==> config.mk <==
export PLATFORM = sky130hd
export DESIGN_NAME = cpu8_alu_with_flags_top
export DESIGN_NICKNAME = d
export VERILOG_FILES = /design/src/sv/c8alu_pkg.sv /design/src/sv/c8alu_core.sv /design/src/sv/cpu8_alu_with_flags_top.sv
export SDC_FILE = /design/constraint.sdc
export NUM_CORES = 1
export LEC_CHECK = 0
export BUFFER_PORTS_ARGS = -buffer_cell sky130_fd_sc_hd__buf_2
export CAP_MARGIN = 20
export CORE_MARGIN = 4
export CORE_UTILIZATION = 40
export CTS_CLUSTER_SIZE = 20
export DETAILED_ROUTE_END_ITERATION = 12
export PLACE_DENSITY = 0.61
export REMOVE_ABC_BUFFERS = 1
export SLEW_MARGIN = 20
export SYNTH_ARGS = -nofsm -noshare
export SYNTH_HDL_FRONTEND = slang
export SYNTH_SLANG_ARGS = --single-unit
export TNS_END_PERCENT = 10
==> constraint.sdc <==
create_clock -name i_clk -period 3.99 [get_ports i_clk]
set_input_delay 0.5985 -clock i_clk [delete_from_list [all_inputs] [get_ports i_clk]]
set_output_delay 0.5985 -clock i_clk [all_outputs]
set_load 0.005 [all_outputs]
==> src/sv/c8alu_pkg.sv <==
// ---------------------------------------------------------------------------
// c8alu_pkg
// types and constants shared by the 8-bit cpu arithmetic unit
// ---------------------------------------------------------------------------
package c8alu_pkg;

    // operation codes; codes above CMD_ADDSP are unused and change nothing
    typedef enum logic [4:0] {
        CMD_ADD   = 5'd0,
        CMD_ADC   = 5'd1,
        CMD_SUB   = 5'd2,
        CMD_ADD16 = 5'd3,
        CMD_RLC   = 5'd4,
        CMD_RRC   = 5'd5,
        CMD_RL    = 5'd6,
        CMD_RR    = 5'd7,
        CMD_SLA   = 5'd8,
        CMD_SRA   = 5'd9,
        CMD_SWAP  = 5'd10,
        CMD_SRL   = 5'd11,
        CMD_BIT   = 5'd12,
        CMD_RLCA  = 5'd13,
        CMD_RRCA  = 5'd14,
        CMD_RLA   = 5'd15,
        CMD_RRA   = 5'd16,
        CMD_DAA   = 5'd17,
        CMD_ADDSP = 5'd18
    } t_cmd;

    // distance between an accumulator rotate and its operand twin
    localparam logic [4:0] ACC_ROT_OFS = 5'd9;

    // flag bit positions
    localparam int FLAG_Z = 3;
    localparam int FLAG_N = 2;
    localparam int FLAG_H = 1;
    localparam int FLAG_C = 0;

    // decimal adjust constants
    localparam logic [7:0] DAA_LO    = 8'h06;
    localparam logic [7:0] DAA_HI    = 8'h60;
    localparam logic [7:0] DAA_LIMIT = 8'h99;
    localparam logic [3:0] DAA_DIGIT = 4'd9;

    typedef struct packed {
        logic [4:0]        cmd;
        logic [7:0]        acc_in;
        logic [7:0]        operand;
        logic [15:0]       wide_operand;
        logic [15:0]       hl_in;
        logic [15:0]       sp_in;
        logic signed [7:0] sp_offset;
        logic [2:0]        bit_index;
        logic [3:0]        flags_in;
    } t_alu_in;

    typedef struct packed {
        logic [7:0]  acc_out;
        logic [7:0]  shifted_value;
        logic [15:0] hl_out;
        logic [15:0] sp_out;
        logic [3:0]  flags_out;
    } t_alu_out;

endpackage

==> src/sv/c8alu_core.sv <==
// ---------------------------------------------------------------------------
// c8alu_core
// combinational datapath: arithmetic, shifts, bit test, decimal adjust
// ---------------------------------------------------------------------------
module c8alu_core (
    input  c8alu_pkg::t_alu_in  i_op,
    output c8alu_pkg::t_alu_out o_res
);

    logic        w_fz, w_fn, w_fh, w_fc;
    logic        w_k;
    logic [8:0]  w_sum9;
    logic [4:0]  w_hsum5;
    logic [16:0] w_sum17;
    logic [12:0] w_hsum13;
    logic        w_is_acc;
    logic [4:0]  w_rot_op;
    logic [7:0]  w_x;
    logic [7:0]  w_r;
    logic        w_rc;
    logic [7:0]  w_corr;
    logic [7:0]  w_daa_a;
    logic        w_daa_c;
    logic [15:0] w_ext;
    logic [4:0]  w_sph;
    logic [8:0]  w_spc;

    assign w_fz = i_op.flags_in[c8alu_pkg::FLAG_Z];
    assign w_fn = i_op.flags_in[c8alu_pkg::FLAG_N];
    assign w_fh = i_op.flags_in[c8alu_pkg::FLAG_H];
    assign w_fc = i_op.flags_in[c8alu_pkg::FLAG_C];

    // 8-bit add with optional carry in
    assign w_k     = (i_op.cmd == c8alu_pkg::CMD_ADC) ? w_fc : 1'b0;
    assign w_sum9  = {1'b0, i_op.acc_in} + {1'b0, i_op.operand} + {8'd0, w_k};
    assign w_hsum5 = {1'b0, i_op.acc_in[3:0]} + {1'b0, i_op.operand[3:0]} + {4'd0, w_k};

    // 16-bit hl add, half carry out of bit 11
    assign w_sum17  = {1'b0, i_op.hl_in} + {1'b0, i_op.wide_operand};
    assign w_hsum13 = {1'b0, i_op.hl_in[11:0]} + {1'b0, i_op.wide_operand[11:0]};

    // accumulator rotates reuse the operand rotate logic
    assign w_is_acc = (i_op.cmd >= c8alu_pkg::CMD_RLCA) && (i_op.cmd <= c8alu_pkg::CMD_RRA);
    assign w_rot_op = w_is_acc ? (i_op.cmd - c8alu_pkg::ACC_ROT_OFS) : i_op.cmd;
    assign w_x      = w_is_acc ? i_op.acc_in : i_op.operand;

    always_comb begin
        case (w_rot_op)
            c8alu_pkg::CMD_RLC: begin
                w_r  = {w_x[6:0], w_x[7]};
                w_rc = w_x[7];
            end
            c8alu_pkg::CMD_RRC: begin
                w_r  = {w_x[0], w_x[7:1]};
                w_rc = w_x[0];
            end
            c8alu_pkg::CMD_RL: begin
                w_r  = {w_x[6:0], w_fc};
                w_rc = w_x[7];
            end
            c8alu_pkg::CMD_RR: begin
                w_r  = {w_fc, w_x[7:1]};
                w_rc = w_x[0];
            end
            c8alu_pkg::CMD_SLA: begin
                w_r  = {w_x[6:0], 1'b0};
                w_rc = w_x[7];
            end
            c8alu_pkg::CMD_SRA: begin
                w_r  = {w_x[7], w_x[7:1]};
                w_rc = w_x[0];
            end
            c8alu_pkg::CMD_SWAP: begin
                w_r  = {w_x[3:0], w_x[7:4]};
                w_rc = 1'b0;
            end
            default: begin
                w_r  = {1'b0, w_x[7:1]};
                w_rc = w_x[0];
            end
        endcase
    end

    // decimal adjust
    always_comb begin
        w_corr  = 8'd0;
        w_daa_c = w_fc;
        if (!w_fn) begin
            if (w_fh || (i_op.acc_in[3:0] > c8alu_pkg::DAA_DIGIT)) begin
                w_corr = w_corr | c8alu_pkg::DAA_LO;
            end
            if (w_fc || (i_op.acc_in > c8alu_pkg::DAA_LIMIT)) begin
                w_corr  = w_corr | c8alu_pkg::DAA_HI;
                w_daa_c = 1'b1;
            end
            w_daa_a = i_op.acc_in + w_corr;
        end else begin
            if (w_fh) begin
                w_corr = w_corr | c8alu_pkg::DAA_LO;
            end
            if (w_fc) begin
                w_corr = w_corr | c8alu_pkg::DAA_HI;
            end
            w_daa_a = i_op.acc_in - w_corr;
        end
    end

    // signed stack offset, flags from the unsigned low byte
    assign w_ext = {{8{i_op.sp_offset[7]}}, i_op.sp_offset};
    assign w_sph = {1'b0, i_op.sp_in[3:0]} + {1'b0, i_op.sp_offset[3:0]};
    assign w_spc = {1'b0, i_op.sp_in[7:0]} + {1'b0, i_op.sp_offset};

    always_comb begin
        o_res.acc_out       = i_op.acc_in;
        o_res.shifted_value = 8'd0;
        o_res.hl_out        = i_op.hl_in;
        o_res.sp_out        = i_op.sp_in;
        o_res.flags_out     = i_op.flags_in;
        case (i_op.cmd)
            c8alu_pkg::CMD_ADD, c8alu_pkg::CMD_ADC: begin
                o_res.acc_out   = w_sum9[7:0];
                o_res.flags_out = {(w_sum9[7:0] == 8'd0), 1'b0, w_hsum5[4], w_sum9[8]};
            end
            c8alu_pkg::CMD_SUB: begin
                o_res.acc_out   = i_op.acc_in - i_op.operand;
                o_res.flags_out = {(i_op.acc_in == i_op.operand), 1'b1,
                                   (i_op.acc_in[3:0] < i_op.operand[3:0]),
                                   (i_op.acc_in < i_op.operand)};
            end
            c8alu_pkg::CMD_ADD16: begin
                o_res.hl_out    = w_sum17[15:0];
                o_res.flags_out = {w_fz, 1'b0, w_hsum13[12], w_sum17[16]};
            end
            c8alu_pkg::CMD_RLC, c8alu_pkg::CMD_RRC, c8alu_pkg::CMD_RL,
            c8alu_pkg::CMD_RR, c8alu_pkg::CMD_SLA, c8alu_pkg::CMD_SRA,
            c8alu_pkg::CMD_SWAP, c8alu_pkg::CMD_SRL: begin
                o_res.shifted_value = w_r;
                o_res.flags_out     = {(w_r == 8'd0), 1'b0, 1'b0, w_rc};
            end
            c8alu_pkg::CMD_RLCA, c8alu_pkg::CMD_RRCA, c8alu_pkg::CMD_RLA,
            c8alu_pkg::CMD_RRA: begin
                o_res.acc_out   = w_r;
                o_res.flags_out = {1'b0, 1'b0, 1'b0, w_rc};
            end
            c8alu_pkg::CMD_BIT: begin
                o_res.flags_out = {~i_op.operand[i_op.bit_index], 1'b0, 1'b1, w_fc};
            end
            c8alu_pkg::CMD_DAA: begin
                o_res.acc_out   = w_daa_a;
                o_res.flags_out = {(w_daa_a == 8'd0), w_fn, 1'b0, w_daa_c};
            end
            c8alu_pkg::CMD_ADDSP: begin
                o_res.sp_out    = i_op.sp_in + w_ext;
                o_res.flags_out = {1'b0, 1'b0, w_sph[4], w_spc[8]};
            end
            default: begin
                o_res.acc_out = i_op.acc_in;
            end
        endcase
    end

endmodule

==> src/sv/cpu8_alu_with_flags_top.sv <==
// ---------------------------------------------------------------------------
// cpu8_alu_with_flags_top
// 8-bit cpu arithmetic unit with zero, subtract, half carry and carry flags
// ---------------------------------------------------------------------------
// usage
// - slave channel takes one operation per beat: opcode in tuser, operands
//   and incoming flags in tdata
// - master channel returns one result beat per operation, in order:
//   new accumulator, shifted value, hl, sp and flags
// - a beat is captured in an input register, the datapath works on it
//   in one pass and the answer lands in a result register
// - the result is offered once the beat has moved from the input register
//   into the result register; a stall on the master side holds it back
// - throughput: one beat per cycle while the receiver keeps tready high,
//   set by the single pass through the datapath between the two registers
// - when the receiver stalls, the result register holds and the input
//   register still takes one more beat; tready drops only when both are full
// - reset empties both registers; no result is offered until a new beat
// - no configuration and no state between operations
// ---------------------------------------------------------------------------
module cpu8_alu_with_flags_top (
    input  logic        i_clk,
    input  logic        i_rst_n,
    // slave side
    input  logic        i_s_tvalid,
    output logic        o_s_tready,
    // tdata: acc_in[7:0], operand[15:8], wide_operand[31:16], hl_in[47:32],
    //        sp_in[63:48], sp_offset[71:64], bit_index[74:72],
    //        flags_in[78:75], zero pad[79]
    input  logic [79:0] i_s_tdata,
    // tuser: cmd[4:0]
    input  logic [4:0]  i_s_tuser,
    // master side
    output logic        o_m_tvalid,
    input  logic        i_m_tready,
    // tdata: acc_out[7:0], shifted_value[15:8], hl_out[31:16],
    //        sp_out[47:32], flags_out[51:48], zero pad[55:52]
    output logic [55:0] o_m_tdata
);

    // input stage
    logic                 r_in_valid;
    logic                 n_in_valid;
    c8alu_pkg::t_alu_in   r_in;
    c8alu_pkg::t_alu_in   n_in;

    // result stage
    logic                 r_out_valid;
    logic                 n_out_valid;
    c8alu_pkg::t_alu_out  r_out;
    c8alu_pkg::t_alu_out  w_res;

    logic                 w_s_beat;
    logic                 w_out_ready;
    logic                 w_move;

    // result register can take a new value when empty or being drained
    assign w_out_ready = !r_out_valid || i_m_tready;
    assign o_s_tready  = !r_in_valid || w_out_ready;
    assign w_s_beat    = i_s_tvalid && o_s_tready;
    // input stage moves forward into the result register
    assign w_move      = r_in_valid && w_out_ready;

    // unpack the slave beat
    always_comb begin
        n_in.cmd          = i_s_tuser;
        n_in.acc_in       = i_s_tdata[7:0];
        n_in.operand      = i_s_tdata[15:8];
        n_in.wide_operand = i_s_tdata[31:16];
        n_in.hl_in        = i_s_tdata[47:32];
        n_in.sp_in        = i_s_tdata[63:48];
        n_in.sp_offset    = i_s_tdata[71:64];
        n_in.bit_index    = i_s_tdata[74:72];
        n_in.flags_in     = i_s_tdata[78:75];
    end

    c8alu_core u_core (
        .i_op  (r_in),
        .o_res (w_res)
    );

    always_comb begin
        n_in_valid  = r_in_valid;
        n_out_valid = r_out_valid;
        if (w_s_beat) begin
            n_in_valid = 1'b1;
        end else if (w_move) begin
            n_in_valid = 1'b0;
        end
        if (w_move) begin
            n_out_valid = 1'b1;
        end else if (i_m_tready) begin
            n_out_valid = 1'b0;
        end
    end

    // control registers
    always_ff @(posedge i_clk) begin
        if (!i_rst_n) begin
            r_in_valid  <= 1'b0;
            r_out_valid <= 1'b0;
        end else begin
            r_in_valid  <= n_in_valid;
            r_out_valid <= n_out_valid;
        end
    end

    // payload registers
    always_ff @(posedge i_clk) begin
        if (w_s_beat) begin
            r_in <= n_in;
        end
        if (w_move) begin
            r_out <= w_res;
        end
    end

    assign o_m_tvalid = r_out_valid;
    assign o_m_tdata  = {4'd0, r_out.flags_out, r_out.sp_out, r_out.hl_out,
                         r_out.shifted_value, r_out.acc_out};

`ifndef SYNTHESIS
    // an empty input stage never blocks the slave side
    a_ready_when_empty: assert property (@(posedge i_clk) disable iff (!i_rst_n)
        !r_in_valid |-> o_s_tready)
        else $error("input stage empty but tready low");

    // a taken beat is held in the input stage next cycle
    a_beat_captured: assert property (@(posedge i_clk) disable iff (!i_rst_n)
        w_s_beat |=> r_in_valid)
        else $error("accepted beat lost from input stage");

    // a beat that moves forward is offered on the master side next cycle
    a_move_offered: assert property (@(posedge i_clk) disable iff (!i_rst_n)
        w_move |=> o_m_tvalid)
        else $error("moved beat not offered on master side");

    // shifted value stays zero for plain adds
    a_add_no_shift: assert property (@(posedge i_clk) disable iff (!i_rst_n)
        (r_in_valid && (r_in.cmd == c8alu_pkg::CMD_ADD)) |-> (w_res.shifted_value == 8'd0))
        else $error("add produced a shifted value");
`endif

endmodule
==> results of run 1 <==
critical path, stage by stage (launching register included):
cell and delay [ns]:
sky130_fd_sc_hd__edfxtp_1 0.51, sky130_fd_sc_hd__ha_1 0.37, sky130_fd_sc_hd__or4_1 0.71, sky130_fd_sc_hd__a31o_4 0.31, sky130_fd_sc_hd__a21oi_4 0.16, sky130_fd_sc_hd__o21ai_4 0.10, sky130_fd_sc_hd__a222oi_1 0.54, sky130_fd_sc_hd__nand3_1 0.13
sky130_fd_sc_hd__or4_1 0.57, sky130_fd_sc_hd__nand3_1 0.10
worst max path at each step:
stage,from,end,slack [ns],depth (start not counted)
floorplan,i_m_tready,o_m_tdata[0],0.53,2
global placement,r_in[79],o_m_tdata[51],0.43,9
detailed placement,r_in[79],o_m_tdata[51],0.43,9
CTS,r_in[79],o_m_tdata[51],0.38,9
global route,r_in[79],o_m_tdata[51],0.07,9
finish,r_in[79],o_m_tdata[51],0.35,9
layout by cell type, fill, tap and decap left out, drive strengths merged, types with 15 or more instances in the layout:
master and count:
a21oi 37, buf 150, clkbuf 19, edfxtp 136, ha 60, inv 42
nand2 65, nand3 17, nor2 45, nor3 15, o21ai 58, xnor2 22
cell families after synthesis:
kind of cell / count (synthesis) / share of synthesized area
adder cells (fa/ha/maj): 65 / 0.105
buffers and inverters: 60 / 0.0332
XOR/XNOR: 34 / 0.0367
AO/OA/AOI/OAI: 199 / 0.172
other: 1 / 0.000462
AND/OR/NAND/NOR: 213 / 0.131
flip-flops: 138 / 0.508
multiplexers: 8 / 0.0133
Yosys cell counts, drive strengths merged (5+ instances only):
| library cell | instances | area share |
|---|---|---|
| fa | 5 | 0.012 |
| clkbuf | 12 | 0.0056 |
| or2 | 6 | 0.0046 |
| o31ai | 5 | 0.0046 |
| nand4 | 7 | 0.0054 |
| o21ai | 58 | 0.039 |
| ha | 60 | 0.093 |
| xor2 | 12 | 0.013 |
| xnor2 | 22 | 0.024 |
| a31oi | 8 | 0.0062 |
| a21oi | 37 | 0.025 |
| nor2 | 45 | 0.021 |
| nand2b | 9 | 0.0069 |
| o21bai | 6 | 0.0056 |
| o21a | 9 | 0.0083 |
| nor3 | 15 | 0.0093 |
| edfxtp | 136 | 0.50 |
| o211ai | 5 | 0.0046 |
| and2 | 10 | 0.0079 |
| a21o | 10 | 0.0093 |
| nand3 | 17 | 0.010 |
| and3 | 6 | 0.0046 |
| a222oi | 7 | 0.0086 |
| nor2b | 9 | 0.0069 |
| buf | 11 | 0.010 |
| inv | 37 | 0.017 |
| a211oi | 8 | 0.0074 |
| nand2 | 65 | 0.030 |
routing by layer:
layer | up-vias | part of all wire | track usage | routed length [microns]
li1 | 3032 | - | - | -
met1 | 2813 | 0.45 | 0.229 | 8460
met2 | 196 | 0.46 | 0.270 | 8600
met3 | 37 | 0.076 | 0.0578 | 1430
met4 | 14 | 0.016 | 0.0494 | 310
met5 | - | 0.0046 | 0 | 87
state kept, by name, summed over array words and instances (netlist names):
name	flops
r_in_valid	1
o_m_tvalid	1
r_in	84
o_m_tdata	52
metrics by stage:
stage | setup WS, ns | instance area (sq um) | total power [mW] | hold slack, ns | cells
finish | 0.345 | 9640 | 3.81 | 0.348 | 1146
detailed placement | 0.426 | 9110 | 2.42 | 0.509 | 1113
global route | 0.0736 | 9640 | 4.00 | 0.326 | 1146
global placement | 0.426 | 9110 | 2.41 | 0.514 | 1113
CTS | 0.382 | 9630 | 3.84 | 0.332 | 1145
floorplan | 0.525 | 7990 | 2.22 | 0.477 | 698
final cells by class:
cell class,instances,area (sq um)
clock buffers,19,433
repair buffers,150,773
well taps,265,332
multi-input cells,523,3740
clock inverters,13,93.8
fillers,1803,10100
inverters,37,139
flip-flops and latches,138,4120
diodes,1,2.50
power by group through the flow:
stage	sequential, mW	clock [mW]	combinational [mW]
after floorplan	1.77	0	0.446
final	1.75	1.42	0.645
after global routing	1.76	1.52	0.725
after detailed placement	1.78	0	0.642
after CTS	1.75	1.44	0.645
after global placement	1.78	0	0.635
==> summary by stage, run 1 <==
Status
The run finished with clean final reports.

Synthesis
The synthesized cell area is 8110 sq um. In the synthesized netlist the dominant register cell turns out to be sky130_fd_sc_hd__edfxtp_1. The post-synthesis sequential area ratio is 0.508. The number of distinct library cell variants in the gate-level netlist after synthesis is 79. In the synthesized netlist, the number of instances is 718. The async set or reset register ratio after synthesis is 0. The flip-flop and latch count after synthesis is 138. Each instance of the synthesized netlist takes up on average 11.3 sq um. The Yosys warning count is 0.

In this run, synthesis inferred 136 flip-flops with an integrated enable.

Placed design
The final HPWL from detailed placement is 14.3 mm. The congestion estimate from routability-driven global placement came to 0.910. During placement, the flow inserted port buffers numbering 141.

Timing
The post-route setup TNS is 0 ns. The slew at the pin closest to its max-slew limit is 0.599 ns. The count of endpoints failing setup in the final report is 0. Between clock sinks in the finished design, the worst skew comes to 0.0102 ns. The final critical-path required period is 3.64 ns. The maximum operating frequency is 0.274 GHz. Headroom to the max-slew limit came out at 0.599. The final worst-path cycle share is 0.914. The final hold violation count is 0. The max-slew violation count is 0. Setup repair after global routing left no endpoint under its margin.

CTS
The number of clock sinks is 138. The number of clock buffers inserted by TritonCTS is 17. The CTS tree is yes. The number of buffers added for setup after CTS is 0. The longest clock path from root to sink contains 2 buffers. The clock transition at the registers of the reported paths is 0.06 ns. For the worst-skew pair, the clock arrives at the later sink with an insertion delay of 0.42 ns. Hold repair after CTS inserted 0 buffers. In this run the clock root is driven by a sky130_fd_sc_hd__clkbuf_16. The H-tree was split into 4 levels. The post-CTS resize count is 0.

Die
The x dimension of the die is 150 microns. For this configuration, the core starts out at a cell density of 0.411. 147 I/O pins were placed.

The area of the die is 22600 sq um. The y dimension of the die is 150 microns. The total core area is 19700 sq um. The placement row count is 51.

Route
The number of remaining DRC errors is 0. After the first detailed-routing iteration, the DRC count stood at 439. After detailed routing, the number of vias per cell comes to 5.32. The aggregate routed wire length is 18.9 mm. The detailed-router iteration count before antenna repair is 8. After detailed routing, the average wire length per cell comes to 16.5 microns. The residual antenna-violating net count after detailed routing is 0. Detailed routing inserted a total of 6092 vias.

Worst setup path
In this run the register-to-register setup slack is 0.35 ns. The critical path endpoint category is a flip-flop. In this run the critical register-to-register path is captured at o_m_tdata[51]. The worst path arrival time is 3.93 ns. The startpoint type of the worst setup path is a flip-flop. The number of cells on the worst reg-to-reg path is 9. The data required time of the worst path is 4.28 ns.

The worst register-to-register path begins at r_in[79]. The category of the most critical setup path is flip-flop to flip-flop. The maximum fanout count along the critical path is 11.

Global route
The pin count of the biggest net entering global routing is 44. The total overflow left after global routing is 0. The number of global-route vias before repair is 5868. The number of antenna violations at the first check in global routing is 8.

The first global-routing pass estimated 30.2 mm of wire. The aggregate global-route resource usage is 0.172.

Layout
For this run, the share of the core covered by cells in the final layout is 0.489. The share of layout cells above drive strength 1 is 0.239. Compared with the post-synthesis result, the final layout area differs by 18.8%. The final layout net count is 1021.

Flow run
The max capacitance violation total is 0.

Power
In this run the static leakage power is 3.92 nW. The peak supply drop is 0.000299 V. In this run the power density over the cells is 395 nW/um^2. For this design the total switching power over the nets is 1.03 mW. The share of total power dissipated in the clock network is 0.372. The fraction of power consumed by combinational cells is 0.169. The net switching share of the total power is 0.271.

The internal power summed over all cells is 2.77 mW. The sequential power share is 0.459.

Hold path
The path with the worst hold slack has its endpoint at r_in[2]. The worst hold path begins at i_s_tdata[77]. The class of the worst hold path is primary input to flip-flop. The cell count of the worst hold path is 1.
No activity file was read; power rests on OpenSTA's default activity.
==> inputs of run 2 (changes only) <==
--- a/config.mk
+++ b/config.mk
@@ -7,12 +7,14 @@
 export LEC_CHECK = 0
 export BUFFER_PORTS_ARGS = -buffer_cell sky130_fd_sc_hd__buf_2
 export CAP_MARGIN = 20
+export CELL_PAD_IN_SITES_DETAIL_PLACEMENT = 1
+export CELL_PAD_IN_SITES_GLOBAL_PLACEMENT = 2
 export CORE_MARGIN = 4
-export CORE_UTILIZATION = 40
+export CORE_UTILIZATION = 37
 export CTS_CLUSTER_SIZE = 20
 export DETAILED_ROUTE_END_ITERATION = 12
-export PLACE_DENSITY = 0.61
-export REMOVE_ABC_BUFFERS = 1
+export HOLD_SLACK_MARGIN = 0.1
+export PLACE_DENSITY = 0.81
 export SLEW_MARGIN = 20
 export SYNTH_ARGS = -nofsm -noshare
 export SYNTH_HDL_FRONTEND = slang
==> run 2 against run 1 <==
Against the previous run:
- worst setup slack worse by 0.12 ns
- sequential share of layout area is 0.79 points lower
- hold slack worse by 0.0050 ns
- clock-buffer cell count stayed put
- largest cell class unchanged
- combinational power is 6.0% higher
- final area is 1.9% higher
- wire length is 22% higher
- total power is 11% higher
==> summary by stage, run 2 (synthesis gave the netlist of run 1 again) <==
Die
The placement row count came to 53 (+3.9%). The x dimension of the die was 156 microns (+3.8%). The y dimension of the die is 156 microns (+3.8%). The initial core utilization came to 0.381 (-0.0303). The area of the die is 24400 sq um (+7.7%). The number of top-level pins is 147 (unchanged). The total core area is 21300 sq um (+8.0%).

Layout
The register name with the most flops is r_in. The number of flip-flops in the largest register is 84 (unchanged). Leaving out fill and tap cells, the most frequent cell in the layout is sky130_fd_sc_hd__buf_2.

The area of all placed cells without fillers is 9820 sq um (+1.9%). The count of placed standard cells in the final layout, fillers left out was 1162 (+1.4%). The share of layout cells above drive strength 1 is 0.246 (+0.00769). In the layout the commonest cells are sky130_fd_sc_hd__buf_2, sky130_fd_sc_hd__edfxtp_1, sky130_fd_sc_hd__nand2_1. The final layout net count is 1026 (+0.49%). Relative to the synthesized area, the layout overhead comes to 21.0%.

Global route
The number of global-route vias before repair was 6929 (+18%). The total global routing overflow is 0 (unchanged). The pin count of the biggest net entering global routing is 60 (+36%). The aggregate global-route resource usage is 0.192 (+0.0199). The wire length of the first global-routing pass was 36.9 mm (+22%). The number of antenna violations at the first check in global routing is 5 (-3).

Status
The flow ran to the end, and the final reports show no timing, DRC or antenna violations.

Hold path
The class of the worst hold path is primary input to flip-flop. The origin of the worst min-delay path is i_s_tdata[77].

Route
The detailed-router iteration count before antenna repair is 5 (-3). The average wire length per cell after detail routing is 19.9 microns (+21%). The residual antenna-violating net count after detailed routing is 0 (unchanged). The number of DRC markers after the initial detailed-route iteration came to 374 (-15%).

The aggregate routed wire length is 23.1 mm (+22%). The detail-routed via count per cell is 5.40 (+1.5%). The vias after detailed routing is 6269 (+2.9%). The number of remaining DRC errors came to 0 (unchanged).

Placed design
The number of port buffers is 141 (unchanged). The final HPWL from detailed placement came to 17.3 mm (+21%). The final weighted congestion in routability-driven placement is 0.912 (+0.19%).

The area of placed instances is 9130 sq um (+0.30%). The cell count after placement is 1125 (+1.1%).

CTS
The number of clock buffers inserted by TritonCTS is 17 (unchanged). The number of buffers added for setup after CTS is 0 (unchanged). TritonCTS built the clock tree. Clock tree synthesis selected as its root buffer the cell sky130_fd_sc_hd__clkbuf_16. The number of clock sinks is 138 (unchanged). The count of hold-fix buffers inserted at cts was 0 (unchanged). The H-tree depth reported by CTS is 4 (unchanged). The insertion delay to the later sink of the worst-skew pair is 0.43 ns (about the same).

The worst-case clock buffer depth was 2 (unchanged). The post-CTS resize count is 0 (unchanged). The clock transition at the registers of the reported paths is 0.07 ns (about the same).

Worst setup path
STA classifies the critical path startpoint as a flip-flop. The timing startpoint of the critical path is r_in[80]. The highest-delay cell along the critical path is sky130_fd_sc_hd__or4_1. The maximum fanout count along the critical path is 16 (+5). The critical path goes through inv_1 > ha_1 > or4_1 > a21boi_4 > buf_4 > nand2_1 > o21ai_1 > a32o_2 > a221o_1 > and2_1 > o32a_1.

The number of buffer and inverter stages on the critical path is 2 (+2). The kind of cell with the highest combined delay along the critical path is compound AO/OA/AOI/OAI gates. The critical path endpoint category is a flip-flop. The worst path arrival time is 3.93 ns (about the same). The data required time of the worst path is 4.15 ns (-0.13 ns). The setup path with the least slack is of type flip-flop to flip-flop. The launch instance of the worst register-to-register path is r_in[80]. The largest stage delay on the critical path is 0.71 ns (about the same).

Timing
The final hold violation count came to 0 (unchanged). The maximum operating frequency came to 0.265 GHz (-3.3%). The slew at the pin closest to its max-slew limit came to 0.838 ns (+0.239 ns). The final critical-path required period was 3.77 ns (+0.124 ns). The worst hold slack after final layout is 0.343 ns (-0.00505 ns).

The max-slew violation count is 0 (unchanged). The final worst-path cycle share was 0.945 (+0.0311). The count of endpoints failing setup in the final report is 0 (unchanged).

The clock tree skew after final layout is 0.0136 ns (+0.00343 ns). The post-route setup TNS came to 0 ns (unchanged). The relative max-transition margin was 0.441 (-0.158). Setup repair after global routing left no endpoint under its margin.

Flow run
The max capacitance violation total came to 0 (unchanged).

Power
The total power divided by cell area is 431 nW/um^2 (+9.1%). The peak supply drop was 0.000301 V (+0.73%). The leakage power total is 4.02 nW (+2.4%). The post-route total power is 4.23 mW (+11%).
run 2: cell count changes in the layout (fill, tap and decap cells not counted):
cell,delta
sky130_fd_sc_hd__inv_6,-1
sky130_fd_sc_hd__clkinvlp_4,-2
sky130_fd_sc_hd__bufinv_16,+5
sky130_fd_sc_hd__clkinv_1,-2
sky130_fd_sc_hd__diode_2,+1
sky130_fd_sc_hd__clkbuf_8,+1
sky130_fd_sc_hd__clkbuf_1,-1
sky130_fd_sc_hd__buf_4,+5
run 2: report_power, final:
part           switching, mW  internal [mW]
clock                  0.664           1.14
combinational          0.395          0.290
sequential            0.0537           1.69
total                   1.11           3.12
run 2: metrics by stage:
step / worst slack, ns / util
final: 0.221 / 0.461
after global placement: 0.383 / 0.429
after detailed placement: 0.278 / 0.429
after global routing: 0.0103 / 0.461
after CTS: 0.256 / 0.460
after floorplan: 0.525 / -
run 2: final timing paths:
kind,to,slack [ns],cells past startpoint
worst min-delay path,r_in[2],0.34,1
worst max-delay path,o_m_tdata[7],0.22,11
worst max register to register,o_m_tdata[7],0.22,11
worst min register to register,o_m_tvalid,0.53,1
run 2: worst reg2reg max path: cells and delay by family, from the launching register on:
kind,cells,cell delay (ns)
compound gates,5,1.37
simple gates,3,0.93
flops,1,0.53
fa+ha+maj,1,0.34
buf+inv,2,0.34
run 2: final cells by class:
type | count | area, sq um
Fill cell | 2317 | 11500
Sequential cell | 138 | 4120
Multi-Input combinational cell | 523 | 3740
Timing Repair Buffer | 155 | 811
Clock buffer | 19 | 443
Tap cell | 275 | 344
Clock inverter | 13 | 213
Inverter | 37 | 139
Antenna cell | 2 | 5.00
run 2: metal layers:
| metal | track usage | up-vias | routed length, microns |
|---|---|---|---|
| met5 | 0 | - | 34 |
| met4 | 0.0704 | 6 | 522 |
| met3 | 0.0455 | 43 | 1120 |
| met2 | 0.332 | 160 | 11500 |
| met1 | 0.235 | 3033 | 9930 |
| li1 | - | 3027 | - |
